File: config.mk
export PLATFORM = sky130hd
export DESIGN_NAME = bis_divider
export DESIGN_NICKNAME = d
export VERILOG_FILES = /design/src/design/bis_pkg.sv /design/src/design/bis_divider.sv
export SDC_FILE = /design/constraint.sdc
export NUM_CORES = 1
export LEC_CHECK = 0
export ABC_AREA = 1
export BUFFER_PORTS_ARGS = -buffer_cell sky130_fd_sc_hd__buf_2
export CAP_MARGIN = 0
export CELL_PAD_IN_SITES_DETAIL_PLACEMENT = 0
export CELL_PAD_IN_SITES_GLOBAL_PLACEMENT = 1
export CORE_UTILIZATION = 40
export DETAILED_ROUTE_END_ITERATION = 7
export MAX_ROUTING_LAYER = met4
export PLACE_DENSITY_LB_ADDON = 0.3
export SYNTH_ARGS = -nofsm -noshare
export SYNTH_HDL_FRONTEND = slang
export SYNTH_SLANG_ARGS = --single-unit
File: constraint.sdc
create_clock -name clk_i -period 4.98 [get_ports clk_i]
set_input_delay 0 -clock clk_i [delete_from_list [all_inputs] [get_ports clk_i]]
set_output_delay 0 -clock clk_i [all_outputs]
set_load 0.02 [all_outputs]
File: src/design/bis_pkg.sv
package bis_pkg;

  localparam int FRAC_BITS  = 16;
  localparam int MAX_SRC_W  = 512;
  localparam int MAX_SRC_H  = 512;
  localparam int XW         = $clog2(MAX_SRC_W);
  localparam int YW         = $clog2(MAX_SRC_H);
  localparam int SW_W       = 10;
  localparam int OW_W       = 13;
  localparam int CFG_W      = 13;
  localparam int COORD_W    = 12;
  localparam int STEP_W     = XW + FRAC_BITS;
  localparam int POS_W      = STEP_W + COORD_W;
  localparam int CH_W       = 8;
  localparam int PIX_W      = 3 * CH_W;
  localparam int WT_W       = FRAC_BITS + 1;
  localparam int IN_DATA_W  = 72;
  localparam int OUT_DATA_W = 48;

  localparam logic OP_WRITE   = 1'b0;
  localparam logic OP_COMPUTE = 1'b1;

  localparam logic [1:0] CFG_SRC_WIDTH  = 2'd0;
  localparam logic [1:0] CFG_SRC_HEIGHT = 2'd1;
  localparam logic [1:0] CFG_OUT_WIDTH  = 2'd2;
  localparam logic [1:0] CFG_OUT_HEIGHT = 2'd3;

  typedef struct packed {
    logic              rd_en;
    logic [XW-1:0]     xl;
    logic [XW-1:0]     xh;
    logic [YW-1:0]     yl;
    logic [YW-1:0]     yh;
    logic              wr_en;
    logic [XW-1:0]     wr_x;
    logic [YW-1:0]     wr_y;
    logic [PIX_W-1:0]  wr_data;
  } fs_req_t;

  typedef struct packed {
    logic [COORD_W-1:0]   col;
    logic [COORD_W-1:0]   row;
    logic [FRAC_BITS-1:0] wx;
    logic [FRAC_BITS-1:0] wy;
  } blend_info_t;

endpackage

File: src/design/bis_divider.sv
module bis_divider (
  input  logic                                      clk_i,
  input  logic                                      rst_ni,
  input  logic                                      start_i,
  input  logic [bis_pkg::STEP_W-bis_pkg::FRAC_BITS-1:0] s_m1_i,
  input  logic [bis_pkg::OW_W-1:0]                  out_size_i,
  output logic                                      busy_o,
  output logic [bis_pkg::STEP_W-1:0]                step_o
);
  import bis_pkg::*;

  localparam int CNT_W = $clog2(STEP_W + 1);

  logic [STEP_W-1:0] num_q, quo_q, step_q;
  logic [OW_W-1:0]   rem_q, den_q;
  logic [CNT_W-1:0]  cnt_q;
  logic              busy_q;
  logic [OW_W:0]     rem_sh;
  logic              ge;
  logic [OW_W:0]     rem_nx;

  always_comb begin
    rem_sh = {rem_q, num_q[STEP_W-1]};
    ge     = rem_sh >= {1'b0, den_q};
    rem_nx = ge ? rem_sh - {1'b0, den_q} : rem_sh;
  end

  always_ff @(posedge clk_i or negedge rst_ni) begin
    if (!rst_ni) begin
      busy_q <= 1'b0;
      cnt_q  <= '0;
      step_q <= '0;
    end else if (start_i) begin
      cnt_q <= '0;
      if (out_size_i <= OW_W'(1)) begin
        busy_q <= 1'b0;
        step_q <= '0;
      end else begin
        busy_q <= 1'b1;
      end
    end else if (busy_q) begin
      cnt_q <= cnt_q + CNT_W'(1);
      if (cnt_q == CNT_W'(STEP_W - 1)) begin
        busy_q <= 1'b0;
        step_q <= {quo_q[STEP_W-2:0], ge};
      end
    end
  end

  always_ff @(posedge clk_i) begin
    if (start_i) begin
      num_q <= {s_m1_i, {FRAC_BITS{1'b0}}};
      den_q <= out_size_i - OW_W'(1);
      rem_q <= '0;
      quo_q <= '0;
    end else if (busy_q) begin
      num_q <= {num_q[STEP_W-2:0], 1'b0};
      quo_q <= {quo_q[STEP_W-2:0], ge};
      rem_q <= rem_nx[OW_W-1:0];
    end
  end

  assign busy_o = busy_q;
  assign step_o = step_q;

endmodule

==> reports/metrics.cfg <==
[status]
run_status=finished clean

[clocking]
cts_tree=done
postCtsResizedCells=0
postCtsSetupBuffers=0
cts_root_buffer=clkbuf_16
clk_latency_ns=0.35
cts_inserted_buffers=9
clk_pin_slew_ns=0.07
clock-sinks=90
htree_levels=3
clk_path_buf_depth=2

[synthesis]
synthCells=571
syn-num-nets=614
yosysMostFrequentCell=nand2_1
yosysWarnings=0
ys_top_cells_by_area=dfrtp_1, dfxtp_1, nand2_1
synth-async-reset-ratio_pct=34.4
synth_top_area_share_pct=16.8
ys_ff_latch=90
syn_avg_cell_area_sq_um=8.09
yosys.area.top_type=dfrtp_1
synth_area_sq_um=4620
synth.distinct_cells=37
synth_sequential_area_ratio_pct=47.1
synth-edff-count=22
synthFlopType=dfxtp_1
synthTopCellsByCount=nand2_1, inv_1, dfxtp_1, nor2_1, dfrtp_1

[sta]
setup_viol=0
tightestPinTransition_ns=1.15
fmax_ghz=0.387
rsz0062_at_grt=false
fin_worst_skew_ns=0.00643
layout_min_cycle_time_ns=2.59
slew_viol_final=0
finalSetupTns_ns=0
period_share_pct=51.9
setup_ws_ns=2.39
relSlewSlack_pct=23.2
hold_viol=0

[global_route]
grt_pass1_vias=3345
grt_max_degree=34
antenna_found_initial=0
grt_usage_pct=18.2
grt_pass1_wl_mm=15.9
gr-total-overflow=0

[detailed_routing]
ant_nets=0
via_count=3618
avgViaCountPerCell=4.64
drc=0
drt_iter0_markers=123
wl_per_cell_um=12.3
wirelength_mm=9.62
drtPass1Iterations=4

[power]
leakage_nw=2.75
power_density_nw_per_um2=334
vdd_ir_drop_max_mv=0.233

[floorplan]
rows=38
io_pins=51
dieArea_sq_um=12000
die_h_um=109
initial_core_util_pct=41.9
die_w_um=109
coreArea_sq_um=11000

[worst_setup_path]
worstSetupStartpoint=busy_o$_DFF_PN0_
critical_path.slowest_cell=nor2_2
slowest_delay_ns=0.94
r2r_end=rem_q[4]$_SDFFE_PP0P_
r2r_setup_slack_ns=2.39
cp_data_required_time_ns=5.26
criticalPathCategory=reg2reg
path_max_fanout=27
arrival_ns=2.86
start_kind=register
reg2reg_from=busy_o$_DFF_PN0_
cpMostUsedCell=inv_1
crit_chain=inv_1, nor2_2, inv_1, a21oi_1, o21ai_1, o21ai_0
critPathCapture=rem_q[4]$_SDFFE_PP0P_
r2r_cells=6
end_kind=register

[min_path]
min-delay-start=out_size_i[0]
hold_class=in2reg

[finish]
insertedDiodeCount=0
design_area_sq_um=5390
num-nets-final=677
syn_to_final_growth_pct=16.6
layout-drive-gt1-share_pct=19.7
finish.utilization_pct=48.9

[flow_run]
cap_violations=0

[placement]
io_buffers=50
dp_slack_ns=2.38
place_congestion=0.851
place_hpwl_mm=6.70
placed_area_sq_um=4930

cells by family after synthesis:
group	Yosys count	share of synthesized area (%)
AO/OA/AOI/OAI	53	7.44
flip-flops	90	47.1
buffers and inverters	87	8.53
XOR/XNOR	14	2.65
AND/OR/NAND/NOR	309	29.2
adder cells (fa/ha/maj)	18	5.04
cell usage in the layout, fill, tap and decap left out, types with 15 or more instances in the layout:
cell type and n:
nand2_1 193, dfxtp_1 37, buf_2 50, nor2_1 36, edfxtp_1 22, nand3_1 22, ha_1 17, nand2_2 25
o21ai_2 15, inv_1 69, dlygate4sd3_1 16, dfrtp_1 31
worst max-delay path, delay by kind of cell (launching register included):
family	cells	cell delay [ns]
flops	1	0.65
buf+inv	2	0.58
compound gates	3	0.33
simple gates	1	0.94
where the power goes:
group | internal [mW] | total (mW) | switching [mW]
sequential | 0.792 | 0.817 | 0.0256
clock | 0.362 | 0.675 | 0.313
combinational | 0.110 | 0.310 | 0.201
total | 1.26 | 1.80 | 0.539
worst min-delay path by stage:
stage	end	cells past startpoint
floorplan	busy_o$_DFF_PN0_	0
global placement	step_o[15]$_DFFE_PN0P_	1
detailed placement	step_o[16]$_DFFE_PN0P_	1
CTS	den_q[7]$_DFFE_PP_	2
global route	den_q[11]$_DFFE_PP_	2
finish	den_q[0]$_DFFE_PP_	2
metrics by stage:
| step | cells | hold WS (ns) | power [mW] |
|---|---|---|---|
| floorplan | 571 | -0.296 | 1.06 |
| global placement | 747 | 0.0847 | 1.13 |
| detailed placement | 747 | 0.0989 | 1.14 |
| CTS | 778 | 0.00285 | 1.82 |
| global route | 779 | 0.0192 | 1.90 |
| finish | 779 | 0.0145 | 1.80 |
metal layers:
| metal | global-route usage, % | routed length (um) |
|---|---|---|
| met5 | - | 0 |
| met4 | 7.71 | 172 |
| met3 | 3.56 | 298 |
| met2 | 27.8 | 4360 |
| met1 | 23.6 | 4790 |
cell type report:
cell class	instances	area, sq um
Multi-Input combinational cell	394	2050
Sequential cell	90	2180
Timing Repair Buffer	67	418
Clock inverter	6	60.1
Clock buffer	10	239
Fill cell	1127	5640
Tap cell	140	175
Inverter	72	270
flip-flops by register name, indices dropped and copies added (netlist names):
signal / cells
den_q: 13
step_o: 25
num_q: 9
quo_q: 24
busy_o: 1
cnt_q: 5
rem_q: 13
repair_timing:
item,CTS,global route
hold endpoints to repair,45,1
setup endpoints to repair,0,0
hold buffers,15,1
(Power assumes the default switching activity.)
